<file path="src/rtl/assert_macros.svh">
// Assertion macros used by the tape pulse generator engine.
`ifndef ASSERT_MACROS_SVH
`define ASSERT_MACROS_SVH
`ifndef NO_ASSERTIONS
`define TPG_ASSERT(lbl, clk, rst, prop, msg) \
   lbl: assert property (@(posedge clk) disable iff (rst) (prop)) else $error(msg);
`define TPG_ASSERT_NEVER(lbl, clk, rst, prop, msg) \
   `TPG_ASSERT(lbl, clk, rst, !(prop), msg)
`else
`define TPG_ASSERT(lbl, clk, rst, prop, msg)
`define TPG_ASSERT_NEVER(lbl, clk, rst, prop, msg)
`endif
`endif

</file>
<file path="src/rtl/tpg_pkg.sv">
// Types, constants and helper functions of the tape pulse generator.
package tpg_pkg;

   localparam logic CMD_START = 1'b0;
   localparam logic CMD_TICK  = 1'b1;

   localparam logic [14:0] LEAD_COUNT      = 15'd6000;
   localparam logic [7:0]  K_LEAD          = 8'd142;
   localparam logic [7:0]  K_SYNC1         = 8'd43;
   localparam logic [7:0]  K_SYNC2         = 8'd48;
   localparam logic [7:0]  K_ONE           = 8'd112;
   localparam logic [7:0]  K_ZERO          = 8'd56;
   localparam logic [4:0]  HALVES_PER_BYTE = 5'd16;
   localparam logic [8:0]  NO_LOAD         = 9'd256;
   localparam logic [1:0]  SPEED_MAX       = 2'd2;

   localparam logic [2:0] PHASE_CODE_LEAD  = 3'd0;
   localparam logic [2:0] PHASE_CODE_SYNC1 = 3'd1;
   localparam logic [2:0] PHASE_CODE_SYNC2 = 3'd2;
   localparam logic [2:0] PHASE_CODE_DATA  = 3'd3;
   localparam logic [2:0] PHASE_CODE_STOP  = 3'd4;

   typedef enum logic [4:0] {
      PH_LEAD  = 5'b00001,
      PH_SYNC1 = 5'b00010,
      PH_SYNC2 = 5'b00100,
      PH_DATA  = 5'b01000,
      PH_STOP  = 5'b10000
   } phase_type;

   typedef struct packed {
      logic        command;
      logic [15:0] block_length;
      logic [7:0]  data_byte;
   } req_type;

   typedef struct packed {
      logic        tape_level;
      logic [8:0]  half_period;
      logic [2:0]  phase;
      logic [15:0] byte_address;
      logic [15:0] bytes_sent;
   } rsp_type;

   function automatic logic [8:0] scale_half(input logic [7:0] k, input logic [1:0] s);
      return {1'b0, k >> s} + 9'd1;
   endfunction

   function automatic logic [2:0] phase_code(input phase_type p);
      logic [2:0] code;
      case (p)
         PH_LEAD:  code = PHASE_CODE_LEAD;
         PH_SYNC1: code = PHASE_CODE_SYNC1;
         PH_SYNC2: code = PHASE_CODE_SYNC2;
         PH_DATA:  code = PHASE_CODE_DATA;
         default:  code = PHASE_CODE_STOP;
      endcase
      return code;
   endfunction

endpackage

</file>
<file path="src/rtl/tpg_in_reg.sv">
// Input register that holds one request until the engine takes it.
module tpg_in_reg (
   input  logic             clock,
   input  logic             reset,
   input  logic             req_tvalid,
   output logic             req_tready,
   input  tpg_pkg::req_type req_data,
   input  logic             advance,
   output logic             hold_valid,
   output tpg_pkg::req_type hold_data
);
   import tpg_pkg::*;

   logic    valid_ff;
   logic    valid_in;
   req_type data_ff;

   assign req_tready = !valid_ff || advance;
   assign valid_in   = req_tvalid ? 1'b1 : (valid_ff && !advance);

   always_ff @(posedge clock) begin
      if (reset) begin
         valid_ff <= 1'b0;
      end else begin
         valid_ff <= valid_in;
      end
   end

   always_ff @(posedge clock) begin
      if (req_tvalid && req_tready) begin
         data_ff <= req_data;
      end
   end

   assign hold_valid = valid_ff;
   assign hold_data  = data_ff;
endmodule

</file>
<file path="src/rtl/tpg_engine.sv">
// Waveform state and the single-pass update for one request.
`include "assert_macros.svh"
module tpg_engine (
   input  logic             clock,
   input  logic             reset,
   input  logic             csr_wr_en,
   input  logic [1:0]       csr_wr_data,
   input  logic             advance,
   input  tpg_pkg::req_type req,
   output tpg_pkg::rsp_type rsp
);
   import tpg_pkg::*;

   logic [1:0]  speed_ff;
   logic [1:0]  speed_eff;
   phase_type   phase_ff, phase_in;
   logic        level_ff, level_in;
   logic [14:0] lead_ff, lead_in;
   logic [4:0]  hidx_ff, hidx_in;
   logic [7:0]  shift_ff, shift_in;
   logic [15:0] addr_ff, addr_in;
   logic [15:0] size_ff, size_in;
   logic [15:0] sent_ff, sent_in;
   logic [8:0]  half;
   logic        level_out;
   logic        need_byte;
   logic [7:0]  bit_byte;
   logic [4:0]  hidx_cur;

   assign speed_eff = (speed_ff > SPEED_MAX) ? SPEED_MAX : speed_ff;
   assign need_byte = (hidx_ff >= HALVES_PER_BYTE);
   assign bit_byte  = need_byte ? req.data_byte : shift_ff;
   assign hidx_cur  = need_byte ? 5'd0 : hidx_ff;

   always_comb begin
      phase_in  = phase_ff;
      level_in  = level_ff;
      lead_in   = lead_ff;
      hidx_in   = hidx_ff;
      shift_in  = shift_ff;
      addr_in   = addr_ff;
      size_in   = size_ff;
      sent_in   = sent_ff;
      half      = NO_LOAD;
      level_out = 1'b0;
      if (req.command == CMD_START) begin
         size_in  = req.block_length;
         lead_in  = LEAD_COUNT << speed_eff;
         phase_in = PH_LEAD;
         level_in = 1'b0;
         sent_in  = 16'd0;
      end else begin
         case (phase_ff)
            PH_LEAD: begin
               level_out = level_ff;
               level_in  = ~level_ff;
               half      = scale_half(K_LEAD, speed_eff);
               if (lead_ff != 15'd0) begin
                  lead_in = lead_ff - 15'd1;
               end else begin
                  phase_in = PH_SYNC1;
               end
            end
            PH_SYNC1: begin
               level_out = level_ff;
               level_in  = ~level_ff;
               half      = scale_half(K_SYNC1, speed_eff);
               phase_in  = PH_SYNC2;
            end
            PH_SYNC2: begin
               level_out = level_ff;
               level_in  = ~level_ff;
               half      = scale_half(K_SYNC2, speed_eff);
               phase_in  = PH_DATA;
               hidx_in   = HALVES_PER_BYTE;
               shift_in  = 8'd0;
               addr_in   = 16'd0;
            end
            PH_DATA: begin
               level_out = level_ff;
               level_in  = ~level_ff;
               if (need_byte && (addr_ff >= size_ff)) begin
                  phase_in = PH_STOP;
                  sent_in  = 16'd0;
               end else begin
                  if (need_byte) begin
                     addr_in = addr_ff + 16'd1;
                     sent_in = addr_ff + 16'd1;
                  end
                  half     = bit_byte[7] ? scale_half(K_ONE, speed_eff)
                                         : scale_half(K_ZERO, speed_eff);
                  shift_in = hidx_cur[0] ? {bit_byte[6:0], 1'b0} : bit_byte;
                  hidx_in  = hidx_cur + 5'd1;
               end
            end
            default: begin
            end
         endcase
      end
   end

   assign rsp.tape_level   = level_out;
   assign rsp.half_period  = half;
   assign rsp.phase        = phase_code(phase_in);
   assign rsp.byte_address = addr_in;
   assign rsp.bytes_sent   = sent_in;

   always_ff @(posedge clock) begin
      if (reset) begin
         speed_ff <= 2'd0;
      end else if (csr_wr_en) begin
         speed_ff <= csr_wr_data;
      end
   end

   always_ff @(posedge clock) begin
      if (reset) begin
         phase_ff <= PH_STOP;
         level_ff <= 1'b0;
         lead_ff  <= 15'd0;
         hidx_ff  <= 5'd0;
         shift_ff <= 8'd0;
         addr_ff  <= 16'd0;
         size_ff  <= 16'd0;
         sent_ff  <= 16'd0;
      end else if (advance) begin
         phase_ff <= phase_in;
         level_ff <= level_in;
         lead_ff  <= lead_in;
         hidx_ff  <= hidx_in;
         shift_ff <= shift_in;
         addr_ff  <= addr_in;
         size_ff  <= size_in;
         sent_ff  <= sent_in;
      end
   end

   `TPG_ASSERT(a_hidx_range, clock, reset, (phase_ff == PH_DATA) |-> (hidx_ff <= HALVES_PER_BYTE), "bit index past byte end")
   `TPG_ASSERT(a_addr_bound, clock, reset, (phase_ff == PH_DATA) |-> (addr_ff <= size_ff), "fetch address beyond block size")
   `TPG_ASSERT(a_sent_match, clock, reset, (phase_ff == PH_DATA) |-> (sent_ff == addr_ff), "sent count differs from fetch address")
   `TPG_ASSERT_NEVER(a_lead_max, clock, reset, lead_ff > (LEAD_COUNT << SPEED_MAX), "lead count too large")
endmodule

</file>
<file path="src/rtl/tpg_out_reg.sv">
// Result register between the engine and the response channel.
module tpg_out_reg (
   input  logic             clock,
   input  logic             reset,
   input  logic             load,
   input  tpg_pkg::rsp_type rsp_data,
   output logic             out_free,
   output logic             rsp_tvalid,
   input  logic             rsp_tready,
   output tpg_pkg::rsp_type rsp_hold
);
   import tpg_pkg::*;

   logic    valid_ff;
   logic    valid_in;
   rsp_type data_ff;

   assign out_free = !valid_ff || rsp_tready;
   assign valid_in = load ? 1'b1 : (valid_ff && !rsp_tready);

   always_ff @(posedge clock) begin
      if (reset) begin
         valid_ff <= 1'b0;
      end else begin
         valid_ff <= valid_in;
      end
   end

   always_ff @(posedge clock) begin
      if (load) begin
         data_ff <= rsp_data;
      end
   end

   assign rsp_tvalid = valid_ff;
   assign rsp_hold   = data_ff;
endmodule

</file>
<file path="src/rtl/tape_pulse_generator.sv">
// Top level of the cassette tape half-period generator.
//
//   Channel  Direction  Payload
//   req      in         tdata: block_length, data_byte; tuser: command
//   rsp      out        tdata: tape_level, half_period, phase, byte_address, bytes_sent
//   csr      in         wr_data: speed
//
// A request is registered on acceptance and processed when the engine advances.
// A tick request's response is registered in the result register; a start yields none.
// The single-pass update sustains one request per cycle while no response is stalled.
// Reset is synchronous and puts the block into the stop phase at normal speed.
// A stalled response holds the result register, and new requests wait only when it is full.
module tape_pulse_generator (
   input  logic        clock,
   input  logic        reset,
   input  logic        req_tvalid,
   output logic        req_tready,
   input  logic [23:0] req_tdata,   // block_length[15:0], data_byte[23:16]
   input  logic        req_tuser,   // command[0]
   output logic        rsp_tvalid,
   input  logic        rsp_tready,
   output logic [47:0] rsp_tdata,   // tape_level[0], half_period[9:1], phase[12:10],
                                    // byte_address[28:13], bytes_sent[44:29], zero[47:45]
   input  logic        csr_wr_en,
   input  logic [1:0]  csr_wr_data
);
   import tpg_pkg::*;

   req_type req_data;
   req_type hold_data;
   rsp_type rsp_next;
   rsp_type rsp_hold;
   logic    hold_valid;
   logic    out_free;
   logic    advance;
   logic    out_load;

   assign req_data.command      = req_tuser;
   assign req_data.block_length = req_tdata[15:0];
   assign req_data.data_byte    = req_tdata[23:16];

   assign advance  = hold_valid && ((hold_data.command == CMD_START) || out_free);
   assign out_load = advance && (hold_data.command == CMD_TICK);

   tpg_in_reg u_in_reg (
      .clock      (clock),
      .reset      (reset),
      .req_tvalid (req_tvalid),
      .req_tready (req_tready),
      .req_data   (req_data),
      .advance    (advance),
      .hold_valid (hold_valid),
      .hold_data  (hold_data)
   );

   tpg_engine u_engine (
      .clock       (clock),
      .reset       (reset),
      .csr_wr_en   (csr_wr_en),
      .csr_wr_data (csr_wr_data),
      .advance     (advance),
      .req         (hold_data),
      .rsp         (rsp_next)
   );

   tpg_out_reg u_out_reg (
      .clock      (clock),
      .reset      (reset),
      .load       (out_load),
      .rsp_data   (rsp_next),
      .out_free   (out_free),
      .rsp_tvalid (rsp_tvalid),
      .rsp_tready (rsp_tready),
      .rsp_hold   (rsp_hold)
   );

   assign rsp_tdata = {3'b000, rsp_hold.bytes_sent, rsp_hold.byte_address, rsp_hold.phase,
                       rsp_hold.half_period, rsp_hold.tape_level};
endmodule
</file>
<file path="config.mk">
export PLATFORM = sky130hd
export DESIGN_NAME = tape_pulse_generator
export DESIGN_NICKNAME = d
export VERILOG_FILES = /design/src/rtl/tpg_pkg.sv /design/src/rtl/tpg_in_reg.sv /design/src/rtl/tpg_engine.sv /design/src/rtl/tpg_out_reg.sv /design/src/rtl/tape_pulse_generator.sv
export VERILOG_INCLUDE_DIRS = /design/src /design/src/rtl
export SDC_FILE = /design/constraint.sdc
export NUM_CORES = 1
export LEC_CHECK = 0
export ABC_AREA = 1
export BUFFER_PORTS_ARGS = -buffer_cell sky130_fd_sc_hd__buf_2
export CAP_MARGIN = 5
export CORE_ASPECT_RATIO = 2
export CORE_MARGIN = 2
export CORE_UTILIZATION = 41
export DETAILED_ROUTE_END_ITERATION = 10
export PLACE_DENSITY = 0.55
export SYNTH_ARGS = -nofsm -noshare
export SYNTH_HDL_FRONTEND = slang
export SYNTH_SLANG_ARGS = --single-unit
</file>
<file path="constraint.sdc">
create_clock -name clock -period 6.4 [get_ports clock]
set_input_delay 1.28 -clock clock [delete_from_list [all_inputs] [get_ports clock]]
set_output_delay 1.28 -clock clock [all_outputs]
set_load 0.01 [all_outputs]
</file>
==> results of run 1 <==
==> kinds of logic after synthesis <==
kind of cell               Yosys count  share of synthesized area
and+or+nand+nor                    451                      0.242
AOI/OAI and AO/OA                  210                      0.140
buffers and inverters              178                     0.0876
DFF                                156                      0.482
adders and majority gates           21                     0.0331
xor gates and xnor gates            13                     0.0143
other                                1                   0.000472
muxes                                1                    0.00126
==> where the power goes <==
part | internal [uW] | total, uW | leakage [uW] | switching [uW]
Clock | 567 | 1010 | 0.000290 | 440
Combinational | 87.0 | 256 | 0.00234 | 169
Sequential | 1090 | 1120 | 0.00138 | 32.4
Total | 1740 | 2380 | 0.00400 | 641
==> Yosys cell counts (all sizes together) <==
cell / count / area [um2]
a211oi: 2 / 25.0
a21boi: 2 / 15.0
a21oi: 112 / 561
a221oi: 4 / 35.0
a22oi: 1 / 7.51
a31oi: 2 / 12.5
buf: 12 / 72.6
clkbuf: 35 / 131
clkinv: 3 / 11.3
conb: 1 / 3.75
dfxtp: 86 / 1720
edfxtp: 70 / 2100
ha: 21 / 263
inv: 128 / 480
mux2i: 1 / 10.0
nand2: 250 / 943
nand3: 72 / 360
nand3b: 2 / 15.0
nand4: 21 / 131
nor2: 87 / 344
nor3: 11 / 76.3
o211ai: 2 / 15.0
o21a: 2 / 15.0
o21ai: 80 / 400
o21bai: 1 / 7.51
o22ai: 1 / 6.26
o31ai: 1 / 7.51
or2: 8 / 50.1
xnor2: 2 / 17.5
xor2: 11 / 96.3
==> through the flow <==
step | setup WS, ns | std cells | utilization | total power [uW]
floorplan | 3.38 | 1034 | - | 1320
global placement | 2.39 | 1330 | 0.443 | 1390
detailed placement | 2.29 | 1330 | 0.443 | 1400
CTS | 2.75 | 1362 | 0.473 | 2400
global route | 2.55 | 1362 | 0.473 | 2490
finish | 2.77 | 1362 | 0.473 | 2380
==> critical path, delay by kind of cell <==
kind	cells	cell delay, ns
buffers and inverters	4	1.44
and+or+nand+nor	4	0.87
==> state kept, by name, summed over array words and instances, names as in the netlist <==
signal / count
u_engine.size_ff: 16
u_engine.addr_ff: 16
u_engine.phase_ff: 5
u_engine.shift_ff: 8
u_engine.speed_ff: 2
u_engine.level_ff: 1
u_in_reg.hold_data: 25
u_in_reg.hold_valid: 1
u_engine.lead_ff: 15
u_out_reg.rsp_hold: 45
u_engine.hidx_ff: 5
u_engine.sent_ff: 16
u_out_reg.rsp_tvalid: 1
==> metal layers <==
| metal | wire length [um] | vias up |
|---|---|---|
| met4 | 984 | 0 |
| met5 | 0 | - |
| met2 | 11700 | 131 |
| li1 | - | 3508 |
| met1 | 7900 | 3230 |
| met3 | 542 | 46 |
==> layout make-up <==
cell class / instances / area, um2 / share of cell area
Clock buffer: 19 / 454 / 0.0500
Timing Repair Buffer: 84 / 435 / 0.0479
Tap cell: 259 / 324 / 0.0357
Clock inverter: 13 / 123 / 0.0135
Sequential cell: 156 / 3820 / 0.421
Multi-Input combinational cell: 700 / 3430 / 0.378
Inverter: 131 / 492 / 0.0541
==> final timing paths <==
kind	from	endpoint	slack, ns	cells past startpoint
max reg2reg	u_in_reg.hold_data[24]	u_out_reg.rsp_hold[11]	3.05	7
min reg2reg	u_engine.size_ff[12]	u_engine.size_ff[12]	0.47	2
max	rsp_tready	u_out_reg.rsp_hold[11]	2.77	8
min	u_engine.size_ff[12]	u_engine.size_ff[12]	0.47	2
==> impl_metrics.py, run 1 <==
metrics = {
    "timing": {
        "fin_crit_sh": 0.567,
        "fin_crit_ns": 3.63,
        "relSlewSlack": 0.245,
        "hold-worst-slack_ns": 0.465,
        "rsz0062_at_grt": "no",
        "setup_viol_count_final": 0,
        "worst_slew_pin_slew_ns": 1.13,
        "fmax_mhz": 275,
        "hold_viol": 0,
        "final_max_slew_viol_count": 0,
        "finalSetupTns_ns": 0,
        "finClkSkew_ns": 0.0120,
    },
    "floorplanning": {
        "die_x_um": 102,
        "ios": 82,
        "num_rows": 72,
        "coreArea_mm2": 0.0192,
        "initial_core_util": 0.414,
        "dieHeight_um": 201,
        "dieArea_mm2": 0.0206,
    },
    "global_routing": {
        "grt_use_met3": 0.0334,
        "gr-total-overflow": 0,
        "grt_max_degree": 55,
        "grt_pass1_vias": 6553,
        "grtUsageTotal": 0.215,
        "use_met2": 0.396,
        "busiest_layer": "met2",
        "met1_usage": 0.227,
        "grt_pass1_wl_mm": 33.7,
        "antenna_found_initial": 0,
    },
    "routing": {
        "drt_iter0_markers": 248,
        "ant_nets": 0,
        "viasPerCell": 5.08,
        "vias": 6915,
        "finalWirelength_mm": 21.1,
        "drc": 0,
        "first_pass_iters": 5,
        "wire_per_inst_um": 15.5,
    },
    "clocking": {
        "cts_tree": "done",
        "cts_buffers": 17,
        "clk_pin_slew_ns": 0.06,
        "worstSkewPairLatency_ns": 0.43,
        "clkSinkCount": 156,
        "cts_setup_buffers": 0,
        "cts_root_buf": "clkbuf_16",
        "clockBufferDepth": 2,
        "h-tree-depth": 4,
        "hold_buffers": 0,
        "cts_resized": 0,
    },
    "worst_hold_path": {
        "hold_class": "register to register",
    },
    "logic_synthesis": {
        "ys_ff_latch": 156,
        "syn_area_per_cell_um2": 7.70,
        "synth_cell_types": 39,
        "yosysWarnings": 0,
        "netlist_instances": 1031,
        "ys_seq_area_frac": 0.482,
        "netlist_area_mm2": 0.00794,
    },
    "power_and_ir_drop": {
        "vdd_ir_drop_max_mv": 0.156,
        "leakage_uw": 0.00400,
        "p_per_area_mw_per_mm2": 262,
    },
    "setup_path": {
        "cp.required_ns": 6.45,
        "worstPathMaxFanout": 54,
        "cp_common_cell": "nand2_1",
        "cp-end-kind": "register",
        "critPathSlowestCell": "inv_2",
        "startpoint_type": "input pin",
        "crit_arrival_ns": 3.68,
        "cpPeakStageDelay_ns": 0.75,
        "crit_chain": "buf_2 -> nor2_1 -> nand2_1 -> nand2_1 -> clkinv_1 -> buf_4 -> nand2_1 -> inv_2",
        "crit_type": "input pin to register",
    },
    "final_layout": {
        "final_cell_mix": "248 x nand2_1, 125 x inv_1, 112 x a21oi_1, 86 x dfxtp_1, 82 x nor2_1",
        "area.growth.synth_to_final_pct": 14.4,
        "nNetsFinal": 1143,
        "drive_gt1_frac": 0.125,
        "final_common_cell": "nand2_1",
        "fillerInstances": 1965,
        "stdcell_area_mm2": 0.00908,
        "diodes": 0,
    },
    "placed_design": {
        "numPortBuffers": 78,
        "hpwl_mm": 14.6,
        "gp_congestion": 0.989,
        "placed_cell_area_mm2": 0.00850,
    },
    "flow_run": {
        "drv_cap": 0,
    },
    "outcome": {
        "status": "finished, final reports clean",
    },
}
(Power assumes the default switching activity.)
==> inputs of run 2 (changes only) <==
PLACE_DENSITY = 0.57   (was 0.55)
clock period = 3.34 ns   (was 6.4 ns; I/O delays follow)
==> impl_metrics.py, run 2 (synthesis gave the netlist of run 1 again) <==
metrics = {
    "global_routing": {
        "grtUsageTotal": 0.215,
        "grt_pass1_vias": 6759,
        "antenna_found_initial": 0,
        "gr-total-overflow": 0,
        "grt_max_degree": 54,
        "grt_pass1_wl_mm": 33.9,
    },
    "outcome": {
        "status": "finished, final reports clean",
    },
    "clocking": {
        "h-tree-depth": 4,
        "hold_buffers": 0,
        "cts_buffers": 17,
        "worstSkewPairLatency_ns": 0.43,
        "cts_setup_buffers": 0,
        "clkSinkCount": 156,
        "clk_pin_slew_ns": 0.07,
        "cts_root_buf": "clkbuf_16",
        "cts_resized": 0,
        "clockBufferDepth": 2,
        "cts_tree": "done",
    },
    "flow_run": {
        "drv_cap": 0,
    },
    "setup_path": {
        "cp_common_cell": "nand2_1",
        "rrSetupSlack_ns": 0.52,
        "crit_family": "simple AND/OR/NAND/NOR gates",
        "cp.required_ns": 3.62,
        "crit_chain": "inv_1 -> ha_1 -> nand2_1 -> nor2_1 -> nor2_1 -> nand2_1 -> nand2_1 -> nand2_1 -> nand2_1 -> nand2_1 -> nand2_1 -> nand2_1 -> inv_1 -> nand3_1 -> a21oi_1",
        "crit_arrival_ns": 3.10,
        "cp_num_buf_inv": 2,
        "cpPeakStageDelay_ns": 0.49,
        "r2r_cells": 15,
        "startpoint_type": "register",
        "worst-path-stages": 15,
        "cp-end-kind": "register",
        "reg2reg_to": "u_out_reg.rsp_hold[41]",
        "worstPathMaxFanout": 16,
        "critPathSlowestCell": "dfxtp_1",
        "cp-startpoint": "u_engine.addr_ff[0]",
        "crit_type": "register to register",
        "r2r-start": "u_engine.addr_ff[0]",
    },
    "routing": {
        "finalWirelength_mm": 21.2,
        "first_pass_iters": 5,
        "ant_nets": 0,
        "drc": 0,
        "vias": 7000,
        "drt_iter0_markers": 291,
        "viasPerCell": 5.11,
        "wire_per_inst_um": 15.4,
    },
    "placed_design": {
        "post-place-cells": 1338,
        "hpwl_mm": 15.2,
        "numPortBuffers": 78,
        "gp_congestion": 0.937,
        "post-place-ws_ns": 0.556,
    },
    "timing": {
        "relSlewSlack": 0.241,
        "fin_crit_ns": 2.82,
        "finClkSkew_ns": 0.0125,
        "setup_slack_ns": 0.516,
        "fin_crit_sh": 0.846,
        "finalSetupTns_ns": 0,
        "hold-worst-slack_ns": 0.414,
        "final_max_slew_viol_count": 0,
        "fmax_mhz": 354,
        "hold_viol": 0,
        "setup_viol_count_final": 0,
        "worst_slew_pin_slew_ns": 1.14,
        "rsz0062_at_grt": "no",
    },
    "floorplanning": {
        "num_rows": 72,
        "coreArea_mm2": 0.0192,
        "die_x_um": 102,
        "dieArea_mm2": 0.0206,
        "dieHeight_um": 201,
        "initial_core_util": 0.414,
        "ios": 82,
    },
    "final_layout": {
        "area.growth.synth_to_final_pct": 15.0,
        "fillerInstances": 1917,
        "diodes": 0,
        "nNetsFinal": 1151,
        "final_cell_mix": "248 x nand2_1, 125 x inv_1, 112 x a21oi_1, 86 x dfxtp_1, 82 x nor2_1",
        "drive_gt1_frac": 0.131,
        "final_common_cell": "nand2_1",
        "final-instance-count-excl-fill": 1370,
        "largest_register_ffs": 45,
    },
    "power_and_ir_drop": {
        "leakage_uw": 0.00402,
        "p_int_uw": 3300,
        "clockPowerShare": 0.415,
        "pwr-share-comb": 0.112,
        "p_sw_frac": 0.271,
        "vdd_ir_drop_max_mv": 0.321,
        "p_per_area_mw_per_mm2": 495,
        "p_sw_uw": 1220,
        "seq_power_share": 0.473,
    },
    "worst_hold_path": {
        "hold_depth": 1,
        "holdPathEnd": "u_in_reg.hold_data[24]",
        "hp-start": "req_tuser",
        "hold_class": "input pin to register",
    },
}
==> run 2: metrics by stage <==
stage | power, uW | instance area [um2] | util
2_1_floorplan | 2520 | 7950 | -
3_5_place_dp | 2680 | 8560 | 0.446
6_report | 4520 | 9130 | 0.476
3_3_place_gp | 2680 | 8560 | 0.446
5_1_grt | 4720 | 9130 | 0.476
4_1_cts | 4580 | 9130 | 0.476
==> run 2: power by group through the flow <==
stage	sequential (uW)	combinational, uW	clock, uW
after floorplan	2170	355	0
after global placement	2180	498	0
after detailed placement	2180	506	0
after CTS	2140	508	1930
after global routing	2150	576	2000
final	2140	506	1880
==> run 2: worst max path at each step <==
stage / endpoint
floorplan: u_out_reg.rsp_hold[0]
global placement: u_out_reg.rsp_hold[41]
detailed placement: u_out_reg.rsp_hold[41]
CTS: u_out_reg.rsp_hold[41]
global route: u_out_reg.rsp_hold[41]
finish: u_out_reg.rsp_hold[41]
==> run 2: cell type report <==
cell class	count	area (um2)	area share
Clock buffer	18	429	0.0470
Clock inverter	14	136	0.0149
Inverter	131	492	0.0539
Multi-Input combinational cell	700	3430	0.376
Sequential cell	156	3820	0.419
Tap cell	259	324	0.0355
Timing Repair Buffer	92	495	0.0543
==> run 2: metal layers <==
layer	vias to the layer above	wire (um)	global-route usage
met5	-	0	0
met4	0	1060	0.118
met3	50	616	0.0289
met2	158	11800	0.401
met1	3258	7730	0.222
li1	3534	-	-
